$ cat src/rtl/core/xvse_pkg.sv
package xvse_pkg;

  localparam int VALUE_BITS = 64;
  localparam int CNT_W      = 7;    // holds a zero count of 0..VALUE_BITS
  localparam int SAMPLE_W   = 32;
  localparam int CFG_ADDR_W = 2;
  localparam int CFG_DATA_W = 32;
  localparam int RAW_BITS_W = 7;
  localparam int HDR_BITS   = 13;

  localparam logic [RAW_BITS_W-1:0] RAW_BITS_RESET = 7'd32;

  typedef enum logic [CFG_ADDR_W-1:0] {
    REG_SKIP_GAPS     = 2'd0,
    REG_GAP_FILL      = 2'd1,
    REG_SAMPLE_OFFSET = 2'd2,
    REG_RAW_BITS      = 2'd3
  } cfg_reg_t;

  typedef struct packed {
    logic                  skip_gaps;
    logic [SAMPLE_W-1:0]   gap_fill;
    logic [SAMPLE_W-1:0]   sample_offset;
    logic [RAW_BITS_W-1:0] raw_bits;
  } cfg_t;

  typedef struct packed {
    logic [SAMPLE_W-1:0] sample;
    logic                is_no_data;
    logic                column_start;
  } item_t;

  typedef struct packed {
    logic [VALUE_BITS-1:0] prev_value;
    logic [CNT_W-1:0]      prev_leading;
    logic [CNT_W-1:0]      prev_trailing;
    logic                  have_first;
  } state_t;

  typedef struct packed {
    logic [VALUE_BITS-1:0] chunk;
    logic [CNT_W-1:0]      chunk_len;
    logic                  last;
    logic                  range_error;
  } result_t;

  typedef struct packed {
    result_t     first;
    result_t     second;
    logic [1:0]  count;   // 0, 1 or 2 results
    state_t      state_next;
  } code_t;

endpackage

$ cat src/rtl/core/xvse_code.sv
module xvse_code (
  input  xvse_pkg::cfg_t   cfg,
  input  xvse_pkg::state_t state,
  input  xvse_pkg::item_t  item,
  output xvse_pkg::code_t  code
);
  import xvse_pkg::*;

  function automatic logic [CNT_W-1:0] lead_zeros(input logic [VALUE_BITS-1:0] x);
    logic [CNT_W-1:0] n;
    n = CNT_W'(VALUE_BITS);
    for (int i = 0; i < VALUE_BITS; i++) begin
      if (x[i]) n = CNT_W'(VALUE_BITS - 1 - i);
    end
    return n;
  endfunction

  function automatic logic [CNT_W-1:0] trail_zeros(input logic [VALUE_BITS-1:0] x);
    logic [CNT_W-1:0] n;
    n = CNT_W'(VALUE_BITS);
    for (int i = VALUE_BITS - 1; i >= 0; i--) begin
      if (x[i]) n = CNT_W'(i);
    end
    return n;
  endfunction

  logic                  have_eff;
  logic                  skip;
  logic [SAMPLE_W-1:0]   selected;
  logic [SAMPLE_W:0]     sum;
  logic                  negative;
  logic [VALUE_BITS-1:0] v;
  logic [VALUE_BITS-1:0] x;
  logic [VALUE_BITS-1:0] count_in;
  logic [CNT_W-1:0]      lz_raw;
  logic [CNT_W-1:0]      tz;
  logic [CNT_W-1:0]      lz;
  logic [CNT_W:0]        blk;
  logic [CNT_W:0]        win_sum;
  logic [CNT_W:0]        psize;
  logic                  use_window;
  logic [CNT_W-1:0]      rb;
  logic [VALUE_BITS-1:0] raw_mask;
  logic [CNT_W-1:0]      blk_m1;

  always_comb begin
    have_eff = state.have_first && !item.column_start;
    skip     = item.is_no_data && cfg.skip_gaps;
    selected = item.is_no_data ? cfg.gap_fill : item.sample;
    sum      = {selected[SAMPLE_W-1], selected}
             + {cfg.sample_offset[SAMPLE_W-1], cfg.sample_offset};
    negative = sum[SAMPLE_W];
    v        = VALUE_BITS'(sum);
    x        = state.prev_value ^ v;

    // One pair of zero counters serves both the raw value and the XOR.
    count_in = have_eff ? x : v;
    lz_raw   = lead_zeros(count_in);
    tz       = trail_zeros(count_in);
    lz       = (lz_raw > CNT_W'(31)) ? CNT_W'(31) : lz_raw;
    blk      = (CNT_W+1)'(VALUE_BITS) - {1'b0, lz} - {1'b0, tz};
    blk_m1   = CNT_W'(blk - (CNT_W+1)'(1));

    win_sum  = {1'b0, state.prev_leading} + {1'b0, state.prev_trailing};
    psize    = (CNT_W+1)'(VALUE_BITS) - win_sum;
    use_window = (win_sum < (CNT_W+1)'(VALUE_BITS))
              && (lz >= state.prev_leading) && (tz >= state.prev_trailing)
              && (psize < blk + (CNT_W+1)'(11));

    if (cfg.raw_bits == '0) begin
      rb = CNT_W'(1);
    end else if (cfg.raw_bits > RAW_BITS_W'(VALUE_BITS)) begin
      rb = CNT_W'(VALUE_BITS);
    end else begin
      rb = CNT_W'(cfg.raw_bits);
    end
    raw_mask = (rb >= CNT_W'(VALUE_BITS)) ? '1
             : ((VALUE_BITS'(1) << rb) - VALUE_BITS'(1));

    code.first      = '0;
    code.second     = '0;
    code.count      = 2'd0;
    code.state_next = state;
    code.state_next.have_first = have_eff;

    if (skip) begin
      code.count = 2'd0;
    end else if (negative) begin
      code.count             = 2'd1;
      code.first.last        = 1'b1;
      code.first.range_error = 1'b1;
    end else if (!have_eff) begin
      code.count                    = 2'd1;
      code.first.chunk              = v & raw_mask;
      code.first.chunk_len          = rb;
      code.first.last               = 1'b1;
      code.state_next.have_first    = 1'b1;
      code.state_next.prev_value    = v;
      code.state_next.prev_leading  = lz_raw;
      code.state_next.prev_trailing = tz;
    end else if (x == '0) begin
      code.count           = 2'd1;
      code.first.chunk_len = CNT_W'(1);
      code.first.last      = 1'b1;
    end else begin
      code.count                 = 2'd2;
      code.second.last           = 1'b1;
      code.state_next.prev_value = v;
      if (use_window) begin
        code.first.chunk      = VALUE_BITS'(3);
        code.first.chunk_len  = CNT_W'(2);
        code.second.chunk     = x >> state.prev_trailing;
        code.second.chunk_len = CNT_W'(psize);
      end else begin
        code.first.chunk      = VALUE_BITS'({2'b10, lz[4:0], blk_m1[5:0]});
        code.first.chunk_len  = CNT_W'(HDR_BITS);
        code.second.chunk     = x >> tz;
        code.second.chunk_len = CNT_W'(blk);
        code.state_next.prev_leading  = lz;
        code.state_next.prev_trailing = tz;
      end
    end
  end

endmodule

$ cat src/rtl/core/xor_value_stream_encoder.sv
// Channel   Direction  Transaction contents
// s_*       in         tdata: sample; tuser: is_no_data, column_start
// m_*       out        tdata: chunk, chunk_len; tlast: last; tuser: range_error
// cfg_*     in         register index and data, taken when cfg_we is high
//
// A sample passes an input register, is coded combinationally and leaves through a
// two-entry result stage. A sample that codes to two chunks holds the result channel
// until both have left, and the next sample enters only as the second one leaves;
// for single-chunk codes the sustained rate is one sample per cycle while m_tready
// is high. Skipped no-data samples produce no result.
// Reset is synchronous and resets config, valid flags and state, but not the data registers.
// Stalls on the result side back up into the input register and then s_tready.
module xor_value_stream_encoder (
  input  logic                               clk,
  input  logic                               rst,
  input  logic                               s_tvalid,
  output logic                               s_tready,
  input  logic [xvse_pkg::SAMPLE_W-1:0]      s_tdata,   // [31:0] sample
  input  logic [1:0]                         s_tuser,   // [0] is_no_data, [1] column_start
  output logic                               m_tvalid,
  input  logic                               m_tready,
  output logic [71:0]                        m_tdata,   // [63:0] chunk, [70:64] chunk_len
  output logic                               m_tlast,
  output logic                               m_tuser,   // [0] range_error
  input  logic                               cfg_we,
  input  logic [xvse_pkg::CFG_ADDR_W-1:0]    cfg_addr,
  input  logic [xvse_pkg::CFG_DATA_W-1:0]    cfg_wdata
);
  import xvse_pkg::*;

  cfg_t    cfg;
  state_t  state;
  item_t   item;
  logic    item_valid;
  code_t   code;
  result_t out_res;
  logic    out_valid;
  result_t held_res;
  logic    held_valid;
  logic    free;
  logic    item_move;

  xvse_code u_code (
    .cfg   (cfg),
    .state (state),
    .item  (item),
    .code  (code)
  );

  // The result stage can take a new item's results when it is empty, or when
  // its only remaining result is leaving this cycle.
  assign free      = !out_valid || (m_tready && !held_valid);
  assign item_move = item_valid && free;
  assign s_tready  = !item_valid || item_move;

  assign m_tvalid = out_valid;
  assign m_tdata  = {1'b0, out_res.chunk_len, out_res.chunk};
  assign m_tlast  = out_res.last;
  assign m_tuser  = out_res.range_error;

  always_ff @(posedge clk) begin
    if (rst) begin
      cfg.skip_gaps     <= 1'b0;
      cfg.gap_fill      <= '0;
      cfg.sample_offset <= '0;
      cfg.raw_bits      <= RAW_BITS_RESET;
    end else if (cfg_we) begin
      case (cfg_reg_t'(cfg_addr))
        REG_SKIP_GAPS:     cfg.skip_gaps     <= cfg_wdata[0];
        REG_GAP_FILL:      cfg.gap_fill      <= cfg_wdata;
        REG_SAMPLE_OFFSET: cfg.sample_offset <= cfg_wdata;
        REG_RAW_BITS:      cfg.raw_bits      <= cfg_wdata[RAW_BITS_W-1:0];
        default:           cfg.skip_gaps     <= cfg.skip_gaps;
      endcase
    end
  end

  always_ff @(posedge clk) begin
    if (rst) begin
      item_valid <= 1'b0;
      out_valid  <= 1'b0;
      held_valid <= 1'b0;
      state      <= '0;
    end else begin
      if (s_tready) begin
        item_valid <= s_tvalid;
      end
      // A new item only enters when the stage is empty or its last result
      // leaves now, so it replaces the stage contents outright.
      if (item_move) begin
        state      <= code.state_next;
        out_valid  <= (code.count != 2'd0);
        held_valid <= (code.count == 2'd2);
      end else if (out_valid && m_tready) begin
        if (held_valid) begin
          held_valid <= 1'b0;
        end else begin
          out_valid <= 1'b0;
        end
      end
    end
  end

  always_ff @(posedge clk) begin
    if (s_tready && s_tvalid) begin
      item.sample       <= s_tdata;
      item.is_no_data   <= s_tuser[0];
      item.column_start <= s_tuser[1];
    end
    if (item_move) begin
      if (code.count != 2'd0) begin
        out_res  <= code.first;
        held_res <= code.second;
      end
    end else if (out_valid && m_tready && held_valid) begin
      out_res <= held_res;
    end
  end

  a_held_needs_out: assert property (@(posedge clk) disable iff (rst)
    held_valid |-> out_valid)
    else $error("second chunk held without a first chunk on the output");

  a_error_is_last: assert property (@(posedge clk) disable iff (rst)
    (m_tvalid && m_tuser) |-> (m_tlast && m_tdata[63:0] == 64'd0))
    else $error("range error result is not a single empty last chunk");

  a_len_nonzero: assert property (@(posedge clk) disable iff (rst)
    (m_tvalid && !m_tuser) |-> (m_tdata[70:64] != 7'd0))
    else $error("coded chunk with zero length");

  a_pair_order: assert property (@(posedge clk) disable iff (rst)
    (held_valid && m_tready) |=> (out_valid && out_res.last))
    else $error("second chunk of a pair did not follow the first");

endmodule
$ cat config.mk
export PLATFORM = sky130hd
export DESIGN_NAME = xor_value_stream_encoder
export DESIGN_NICKNAME = d
export VERILOG_FILES = /design/src/rtl/core/xvse_pkg.sv /design/src/rtl/core/xvse_code.sv /design/src/rtl/core/xor_value_stream_encoder.sv
export SDC_FILE = /design/constraint.sdc
export NUM_CORES = 1
export LEC_CHECK = 0
export BUFFER_PORTS_ARGS = -buffer_cell sky130_fd_sc_hd__buf_2
export CAP_MARGIN = 10
export CORE_UTILIZATION = 62
export CTS_BUF_LIST = sky130_fd_sc_hd__clkbuf_4 sky130_fd_sc_hd__clkbuf_8
export CTS_CLUSTER_SIZE = 12
export DETAILED_ROUTE_END_ITERATION = 6
export PLACE_DENSITY = 0.78
export SYNTH_ARGS = -nofsm -noshare
export SYNTH_HDL_FRONTEND = slang
export SYNTH_SLANG_ARGS = --single-unit
$ cat constraint.sdc
create_clock -name clk -period 17.35 [get_ports clk]
set_clock_uncertainty 0.2 [all_clocks]
set_input_delay 3.47 -clock clk [delete_from_list [all_inputs] [get_ports clk]]
set_output_delay 3.47 -clock clk [all_outputs]
set_load 0.005 [all_outputs]
After elaboration in Yosys (flattened, before gate mapping)
Index checks and enable logic that the tools add are counted.
{ "word_totals": {"register_bits": 333, "in_bits": 73, "output_inout_bits": 76, "wordCells": 248} }
{ "classes": {"add_sub_neg": 8, "order_cmp": 7, "eq_ne": 8, "n_shift": 3, "n_mux": 163, "bitwise": 5, "reduce_logical": 33} }
{ "ops": {"columns": ["cell", "count"], "rows": [
  ["$mux 7", 132],
  ["$mux 72", 4],
  ["$mux 73", 3],
  ["$mux 64", 3],
  ["$mux 145", 1],
  ["$mux 71", 2],
  ["$shr 64x7->64", 2],
  ["$mux 80", 1],
  ["$mux 78", 1],
  ["$and 33x64->64", 1],
  ["$logic_not 64->1", 1],
  ["$shl 1x7->64 const A", 1],
  ["$sub 64x1->64 const B", 1],
  ["$xor 64x33->64", 1],
  ["$add 32x32->33", 1],
  ["$mux 32", 1],
  ["$mux 20", 1],
  ["$ge 7x7->1", 2],
  ["$mux 14", 1],
  ["$reduce_and 2->1", 7],
  ["$logic_and 1x1->1", 10],
  ["$mux 1", 10],
  ["$add 7x7->8", 1],
  ["$add 8x4->8 const B", 1],
  ["24 further kinds", 38]
]} }

Longest topological paths before layout
Gate-level depths: netlist (run 1).
{ "logic_depth": {"word_depth": 83, "mapped_depth": 43, "depth_no_buf": 37} }

Cells and area by module
Synthesis (run 1) repeated with hierarchy kept, for this count alone.
{ "hier_totals": {"cells_unflattened": 2973, "hier_area_um2": 26157.6} }
{ "modules_own_cells": {"columns": ["mod", "n_inst", "cells_per_inst", "area_per_inst_um2", "seq_area_each_um2"], "rows": [
  ["xvse_code", 1, 2040, 13985.9, 0.0],
  ["xor_value_stream_encoder", 1, 933, 12171.7, 8488.1]
]} }

Worst setup path after synthesis (run 1)
Ideal clock, no wire load.
{ "synth_timing": {"path_kind": "register to register", "from": "register item[1] (netlist name)", "to": "register held_res[16] (netlist bit), data pin", "setup_ps": 261, "t_arrival_ps": 8699, "t_required_ps": 16889, "slack_ps": 8190, "stages_incl_launch_ff": 39, "path_buffers": 6, "synth_period_minus_slack_ps": 9160, "path_cell_list": "edfxtp_1 > clkbuf_1 > clkbuf_1 > mux2_2 > ha_1 > buf_6 > a21o_1 > a31oi_4 > a2111o_1 > nand3_2 > a221oi_1 > xor3_1 > nor3b_2 > a41oi_2 > nor3_4 > o211ai_1 > a21oi_1 > ha_1 > [3 not listed] > nor2_1 > nor2_1 > xnor2_1 > nand4_1 > xnor2_1 > ha_1 > a21oi_1 > o211ai_1 > or3_1 > clkbuf_1 > mux2_2 > clkbuf_1 > clkbuf_1 > o21ai_0 > o21ai_1 > o22ai_1 > mux2_2 > a221o_1"} }
{ "synth_via": {"elab_cells_between_ends": 118, "classes_between": "4 x add/sub; 4 x order compare; 2 x shift; 101 x mux; 1 x bitwise; 6 x reduce/logical"} }
{ "synth_lines": {"columns": ["item", "line_no", "source"], "rows": [
  ["$mux 32 (*)", "xvse_code.sv:49", "selected = item.is_no_data ? cfg.gap_fill : item.sample;"],
  ["$add 32x32->33 (*)", "xvse_code.sv:51", "+ {cfg.sample_offset[SAMPLE_W-1], cfg.sample_offset};"],
  ["$xor 64x33->64", "xvse_code.sv:54", "x = state.prev_value ^ v;"],
  ["$mux 64 (*)", "xvse_code.sv:57", "count_in = have_eff ? x : v;"],
  ["$mux 7 (32 in a row)", "xvse_code.sv:22", "if (x[i]) n = CNT_W'(i);"],
  ["$mux 7 (*)", "xvse_code.sv:22", null],
  ["named net u_code.tz[1]", "xvse_code.sv:36", "logic [CNT_W-1:0] tz;"],
  ["$sub 8x7->8", "xvse_code.sv:61", "blk = (CNT_W+1)'(VALUE_BITS) - {1'b0, lz} - {1'b0, tz};"],
  ["$add 8x4->8", "xvse_code.sv:68", "&& (psize < blk + (CNT_W+1)'(11));"],
  ["$lt 8x8->1", "xvse_code.sv:68", null],
  ["$logic_and 1x1->1", "xvse_code.sv:68", null],
  ["$mux 71 (*)", "xvse_code.sv:109", "if (use_window) begin"],
  ["end signal: assignment", "xor_value_stream_encoder.sv:113", "held_res <= code.second;"],
  ["end: declaration", "xor_value_stream_encoder.sv:38", "result_t held_res;"]
]} }
Mark *: on every way through the listed nets, which the timed path passes. The rest lies on a longest branch.
A chain may end at the register's enable or synchronous reset.

Final worst setup path (run 1)
{ "layout_timing": {"from": "register item[1] (netlist name)", "to": "register held_res[13] (netlist bit), data pin"} }
{ "layout_via": {"elab_cells_between_ends": 118, "classes_between": "4 x add/sub; 4 x order compare; 2 x shift; 101 x mux; 1 x bitwise; 6 x reduce/logical"} }
{ "layout_lines": {"columns": ["item", "line_no"], "rows": [
  ["$mux 32 (*)", "xvse_code.sv:49"],
  ["$add 32x32->33 (*)", "xvse_code.sv:51"],
  ["$xor 64x33->64", "xvse_code.sv:54"],
  ["$mux 64 (*)", "xvse_code.sv:57"],
  ["$mux 7 (32 in a row)", "xvse_code.sv:22"],
  ["$mux 7 (*)", "xvse_code.sv:22"],
  ["named net u_code.tz[1]", "xvse_code.sv:36"],
  ["$sub 8x7->8", "xvse_code.sv:61"],
  ["$add 8x4->8", "xvse_code.sv:68"],
  ["$lt 8x8->1", "xvse_code.sv:68"],
  ["$logic_and 1x1->1", "xvse_code.sv:68"],
  ["$mux 71 (*)", "xvse_code.sv:109"]
]} }
Marked as above.

==> flow_summary.toml, run 1 <==
[outcome]
status = "complete, no violations"

[die]
num_io_pins = 149
die_area_mm2 = 0.03077
die_y_um = 175.4
placeableCoreArea_mm2 = 0.02964
fp-row-count = 63
die_width_um = 175.4
floorplan.initialDensity = 0.6292

[placement]
place_congestion = 1.023
dp_hpwl_mm = 48.57
placement.setup.worst_slack_ns = 6.659
port_buffers = 116
numPlacedInstances = 2613

[yosys]
synth_edf_count = 117
synthesized_flop_and_latch_total = 239
yosysSeqAreaShare = 0.3194
asyncSetResetFlopFracSynth = 0
postSynthAreaPerCell_um2 = 8.465
synthFlopType = "dfxtp_1"
synth_cell_type_count = 121
synthesized_area_mm2 = 0.01865
ys.warnings.count = 0
syn-instance-count = 2203

[critical_path]
crit_path_start = "item[1]"
crit_fanout = 33
endpoint_kind = "flop"
critical_path_required_ns = 17.65
critPathLaunchType = "flop"
timing.critical_path.mode_cell = "nor2_1"
cp_slowest_stage_delay_ns = 0.98
critPathKind = "reg2reg"
cp_data_arrival_time_ns = 11.53
worst_path_max_delay_cell = "a2111oi_0"
rr_startpoint = "item[1]"

[global_routing]
grt_overflow_total = 0
global_route.usage.total = 0.4117
initial_antenna_violation_count = 0
grt_pass1_vias = 16600
grt_first_pass_wirelength_mm = 97.55
maximum_number_of_pins_on_one_net_before_global_route_repair = 68

[clock_network]
post_cts_hold_buffer_count = 0
clk_latency_ns = 0.63
ctsLongestPathBuffers = 3
tritoncts = "done"
cts_num_sinks = 239
cts_htree_levels = 2
cts.clk_slew.worst_paths_ns = 0.07
cts-root-buf = "clkbuf_8"
cts_repair_resize_count = 0
cts_inserted_buffers = 43
postCtsSetupRepairBufs = 0

[sta]
worst_slack_ns = 6.119
fin_hold_ws_ns = 0.2544
timing.fmax_mhz = 89.04
worst_slew_margin_rel = 0.2555
aggregate_negative_setup_slack_ns = 0
report.final.setup_viol = 0
final.period_utilization = 0.6473
timing.final.hold_violations = 0
tightest_slew_ns = 1.089
setup_repair_after_global_routing_missed_its_margin = "false"
timing.final.crit_period_ns = 11.23
drv_slew = 0

[layout]
final_common_cell = "nand2_1"
diodes = 0
area_delta_synth_final_pct = 8.420
commonest_non_fill_non_tap_cells_in_the_layout = "309 x nand2_1, 202 x nor2_1, 172 x a21oi_1, 122 x dfxtp_1, 117 x edfxtp_1"
finalNonFillerCells = 2694
final_layout_size_suffix_gt1_frac = 0.1497
fillers = 2444
nNetsFinal = 2421

[drt]
drt-vias-per-instance = 6.750
drt_wl_total_mm = 64.33
met2RoutedLength_mm = 27.82
top_signal_layer_used = "met4"
detailroute.via_count = 18190
drtPass1Iterations = 6
wire_per_inst_um = 23.88
drt_first_iter_violations = 2525
m1WireLength_mm = 26.33
met3WireLength_mm = 7.455
drc_errors = 0
route.antenna.remaining_nets = 0

[power_and_ir_drop]
p_seq_frac = 0.309
power.combinational.fraction = 0.406
power.density_cell_area_mw_per_mm2 = 102.4
total_power_w = 0.002071
p_int_w = 0.001246
ir_worst_vdd_uv = 64.20
leakage_power_of_the_design_nw = 7.943
power.share.clock = 0.285
sw_frac_of_total = 0.3984
net-switching-power_w = 0.0008251

[hold_path]
worst_hold_path_type = "reg2reg"
hold_start = "cfg[46]"

[run]
timing.max_cap.violations = 0
state kept, by name, summed over array words and instances, names as in the netlist:
name and flops:
m_tuser 1, held_valid 1, state 47, m_tlast 1
m_tdata 40, cfg 72, held_res 41, item 34
m_tvalid 1, item_valid 1
synth_stat cells (14+ instances only):
library cell | n | area share
o21ai_0 | 99 | 0.027
a211oi_1 | 22 | 0.0089
nor2_1 | 203 | 0.041
edfxtp_1 | 117 | 0.19
a32o_1 | 14 | 0.0075
o21ai_1 | 28 | 0.0075
buf_4 | 41 | 0.017
dfxtp_1 | 122 | 0.13
mux2i_1 | 70 | 0.038
mux2_2 | 51 | 0.031
o31ai_1 | 14 | 0.0056
ha_1 | 76 | 0.051
nand4_1 | 23 | 0.0077
nor2b_1 | 14 | 0.0047
nand2b_1 | 17 | 0.0057
o21a_1 | 17 | 0.0068
a31oi_1 | 19 | 0.0064
or3_1 | 18 | 0.0060
inv_1 | 62 | 0.012
xnor2_1 | 64 | 0.030
clkbuf_1 | 96 | 0.019
nand3_1 | 55 | 0.015
a21oi_1 | 173 | 0.046
buf_2 | 21 | 0.0056
and2_1 | 20 | 0.0067
nor3_1 | 45 | 0.012
xor2_1 | 31 | 0.015
o211ai_1 | 36 | 0.014
a21o_1 | 28 | 0.011
nand2_1 | 310 | 0.062
layout make-up:
| type | count | area, µm² | area share |
|---|---|---|---|
| flip-flops and latches | 239 | 5956 | 0.2946 |
| inverters | 63 | 236.5 | 0.01170 |
| clock inverters | 19 | 183.9 | 0.009097 |
| multi-input cells | 1777 | 11800 | 0.5837 |
| repair buffers | 145 | 813.3 | 0.04023 |
| clock buffers | 61 | 739.5 | 0.03657 |
| well taps | 390 | 488.0 | 0.02414 |
power by group through the flow:
stage	combinational (W)	sequential [W]	clock, W
2_1_floorplan	0.000605	0.000642	0
3_3_place_gp	0.000791	0.000651	0
3_5_place_dp	0.000800	0.000652	0
4_1_cts	0.000805	0.000640	0.000589
5_1_grt	0.000890	0.000643	0.000612
6_report	0.000840	0.000641	0.000590
cell families (layout without fill, tap and decap cells):
logic type | Yosys count | after routing | share of synthesized area
muxes | 127 | 127 | 0.07461
AOI/OAI and AO/OA | 621 | 621 | 0.2317
xor gates and xnor gates | 111 | 111 | 0.06394
and+or+nand+nor | 791 | 791 | 0.1972
buffers and inverters | 233 | 288 | 0.05858
adders and majority gates | 79 | 79 | 0.05421
DFF | 239 | 239 | 0.3194
other | 2 | 48 | 0.0004027
final timing paths:
path,endpoint,cells after the start,slack [ns]
worst max-delay path,held_res[13],35,6.12
worst min-delay path,cfg[46],2,0.25
worst max register to register,held_res[13],35,6.12
worst min register to register,cfg[46],2,0.25
critical path, delay by kind of cell, from the launching register on:
family	cells	cell delay, ns
AO/OA/AOI/OAI	13	3.95
AND/OR/NAND/NOR	11	3.14
buffers and inverters	3	0.75
multiplexers	2	0.84
flip-flops	1	0.32
adder cells (fa/ha/maj)	4	1.44
XOR/XNOR	2	0.43
per-stage QoR:
stage | cell area (µm²) | utilization
CTS | 20200 | 0.6815
global route | 20220 | 0.6822
finish | 20220 | 0.6822
detailed placement | 19270 | 0.6503
global placement | 19270 | 0.6503
floorplan | 18820 | -
routing by layer:
metal / vias up / global-route usage
li1: 8141 / -
met1: 8648 / 0.5717
met2: 1184 / 0.6300
met3: 212 / 0.08485
met4: 0 / 0.1554
met5: - / 0
No activity file was read; power rests on OpenSTA's default activity.
==> run 2: changes to the inputs <==
--- a/config.mk
+++ b/config.mk
@@ -7,11 +7,11 @@
 export LEC_CHECK = 0
 export BUFFER_PORTS_ARGS = -buffer_cell sky130_fd_sc_hd__buf_2
 export CAP_MARGIN = 10
-export CORE_UTILIZATION = 62
+export CORE_UTILIZATION = 57
 export CTS_BUF_LIST = sky130_fd_sc_hd__clkbuf_4 sky130_fd_sc_hd__clkbuf_8
 export CTS_CLUSTER_SIZE = 12
 export DETAILED_ROUTE_END_ITERATION = 6
-export PLACE_DENSITY = 0.78
+export PLACE_DENSITY = 0.75
 export SYNTH_ARGS = -nofsm -noshare
 export SYNTH_HDL_FRONTEND = slang
 export SYNTH_SLANG_ARGS = --single-unit
==> constraint.sdc (replaced) <==
create_clock -name clk -period 9.4 [get_ports clk]
set_clock_uncertainty 0.2 [all_clocks]
set_input_delay 1.88 -clock clk [delete_from_list [all_inputs] [get_ports clk]]
set_output_delay 1.88 -clock clk [all_outputs]
set_load 0.005 [all_outputs]
==> run 2 against run 1 <==
Hold slack is essentially flat. Total power up 100%. First-iteration DRC count decreased by 5.4%. Final area increased by 11%. Fmax grew 22%. Final cell count is 9.4% higher. Critical endpoint is now held_res[10]. Largest power group unchanged.
==> flow_summary.toml, run 2 (same netlist as run 1, synthesis figures left out) <==
[outcome]
status = "complete, no violations"

[global_routing]
grt_pass1_vias = 17610
met3_usage = 0.06692
grt_first_pass_wirelength_mm = 101.7
use_met1 = 0.5468
grt_overflow_total = 0
maximum_number_of_pins_on_one_net_before_global_route_repair = 68
busiest_layer = "met2"
groute.layer.met2.usage = 0.6163
initial_antenna_violation_count = 1
global_route.usage.total = 0.3971

[layout]
reg_with_most_ffs = "cfg"
layout_top_registers = "cfg (72), state (47), held_res (41)"
final_common_cell = "nand2_1"
diodes = 0
final_layout_size_suffix_gt1_frac = 0.2515
fillers = 2549
layout.cell_area.non_filler_mm2 = 0.02247
nNetsFinal = 2635
commonest_non_fill_non_tap_cells_in_the_layout = "309 x nand2_1, 232 x buf_4, 197 x nor2_1, 160 x a21oi_1, 122 x dfxtp_1"
area_delta_synth_final_pct = 20.52
largest_register_ffs = 72

[clock_network]
clk_latency_ns = 0.64
cts_num_sinks = 239
cts-root-buf = "clkbuf_8"
ctsLongestPathBuffers = 3
cts_htree_levels = 2
post_cts_hold_buffer_count = 0
cts.clk_slew.worst_paths_ns = 0.06
tritoncts = "done"
cts_inserted_buffers = 42

[sta]
drv_slew = 0
tightest_slew_ns = 1.220
report.final.setup_viol = 0
timing.final.hold_violations = 0
final.period_utilization = 0.9812
aggregate_negative_setup_slack_ns = 0
worst_slew_margin_rel = 0.1867
timing.fmax_mhz = 108.4
timing.final.crit_period_ns = 9.223

[power_and_ir_drop]
power.density_cell_area_mw_per_mm2 = 185.2
leakage_power_of_the_design_nw = 9.062
ir_worst_vdd_uv = 169.2

[critical_path]
endpoint_kind = "flop"
critical_path_depth = 37
worstRegToRegCells = 37
timing.critical_path.max_delay_family = "compound AO/OA/AOI/OAI gates"
critPathLaunchType = "flop"
cp_num_buf_inv = 8
timing.critical_path.mode_cell = "buf_4"
crit_fanout = 18
critPathKind = "reg2reg"
cp_slowest_stage_delay_ns = 0.62
cp_data_arrival_time_ns = 9.46
worst_path_max_delay_cell = "fa_2"
critical_path_required_ns = 9.64

[die]
die_width_um = 182.9
floorplan.initialDensity = 0.5849
die_y_um = 182.9
num_io_pins = 149
die_area_mm2 = 0.03344
fp-row-count = 65
placeableCoreArea_mm2 = 0.03188

[run]
timing.max_cap.violations = 0

[drt]
detailroute.via_count = 18920
drt-vias-per-instance = 6.419
drt_first_iter_violations = 2389
route.antenna.remaining_nets = 0
drc_errors = 0
wire_per_inst_um = 23.13
drt_wl_total_mm = 68.19
drtPass1Iterations = 7

[placement]
dp_hpwl_mm = 52.02
place_area_mm2 = 0.02098
place_congestion = 1.039
port_buffers = 116

[hold_path]
hold_path_depth = 2
worst_hold_path_type = "reg2reg"
-- run 2: cell count changes in the layout (fill, tap and decap cells not counted), sizes merged --
cell / change
buf: +213
clkbuf: -3
clkinv: +1
clkinvlp: -1
inv: -1
-- run 2: report_power, final --
part           internal [W]  switching, W  total [W]
Sequential          0.00115     0.0000367    0.00118
Clock              0.000574      0.000473    0.00105
Combinational      0.000837       0.00110    0.00193
Total               0.00256       0.00160    0.00416
-- run 2: final timing paths --
path / from / end / slack [ns]
max: item[1] / held_res[10] / 0.18
min: cfg[45] / cfg[45] / 0.25
max reg2reg: item[1] / held_res[10] / 0.18
min reg2reg: cfg[45] / cfg[45] / 0.25
-- run 2: routing by layer --
layer | part of all wire | routed length (µm)
met4 | 0.042 | 2846
met1 | 0.42 | 28520
met2 | 0.44 | 29770
met3 | 0.10 | 7038
met5 | 0.00021 | 14
-- run 2: worst min-delay path, delay by kind of cell, from the launching register on --
| kind | cells | cell delay (ns) |
|---|---|---|
| AOI/OAI and AO/OA | 1 | 0.05 |
| DFF | 1 | 0.31 |
| and+or+nand+nor | 1 | 0.05 |
-- run 2: stage by stage --
step           hold slack, ns  instances  power (W)  worst slack (ns)  utilization
6_report               0.2542       2948   0.004162            0.1769       0.7049
5_1_grt                0.2711       2948   0.004319           -0.1042       0.7049
4_1_cts                0.2554       2939   0.004053           0.02329       0.6867
3_5_place_dp           0.2460       2865   0.003007           -0.3388       0.6581
3_3_place_gp           0.2380       2865   0.002992           -0.2644       0.6581
2_1_floorplan          0.2329       2249   0.002302            0.2398            -
-- run 2: layout make-up --
cell class | instances | area (µm²) | area share
inverters | 63 | 236.5 | 0.01052
well taps | 435 | 544.3 | 0.02422
repair buffers | 360 | 2570 | 0.1144
clock buffers | 56 | 708.2 | 0.03151
clock inverters | 18 | 167.7 | 0.007460
flip-flops and latches | 239 | 5956 | 0.2650
multi-input cells | 1777 | 12290 | 0.5469
-- run 2: repair_timing --
| action | CTS | global route |
|---|---|---|
| buffers inserted | 0 | 7 |
| pin swaps | 0 | 17 |
| endpoints found under the hold margin | 0 | 0 |
| setup endpoints to repair | 22 | 32 |
| resized for setup | 5 | 106 |
| cloned | 0 | 2 |
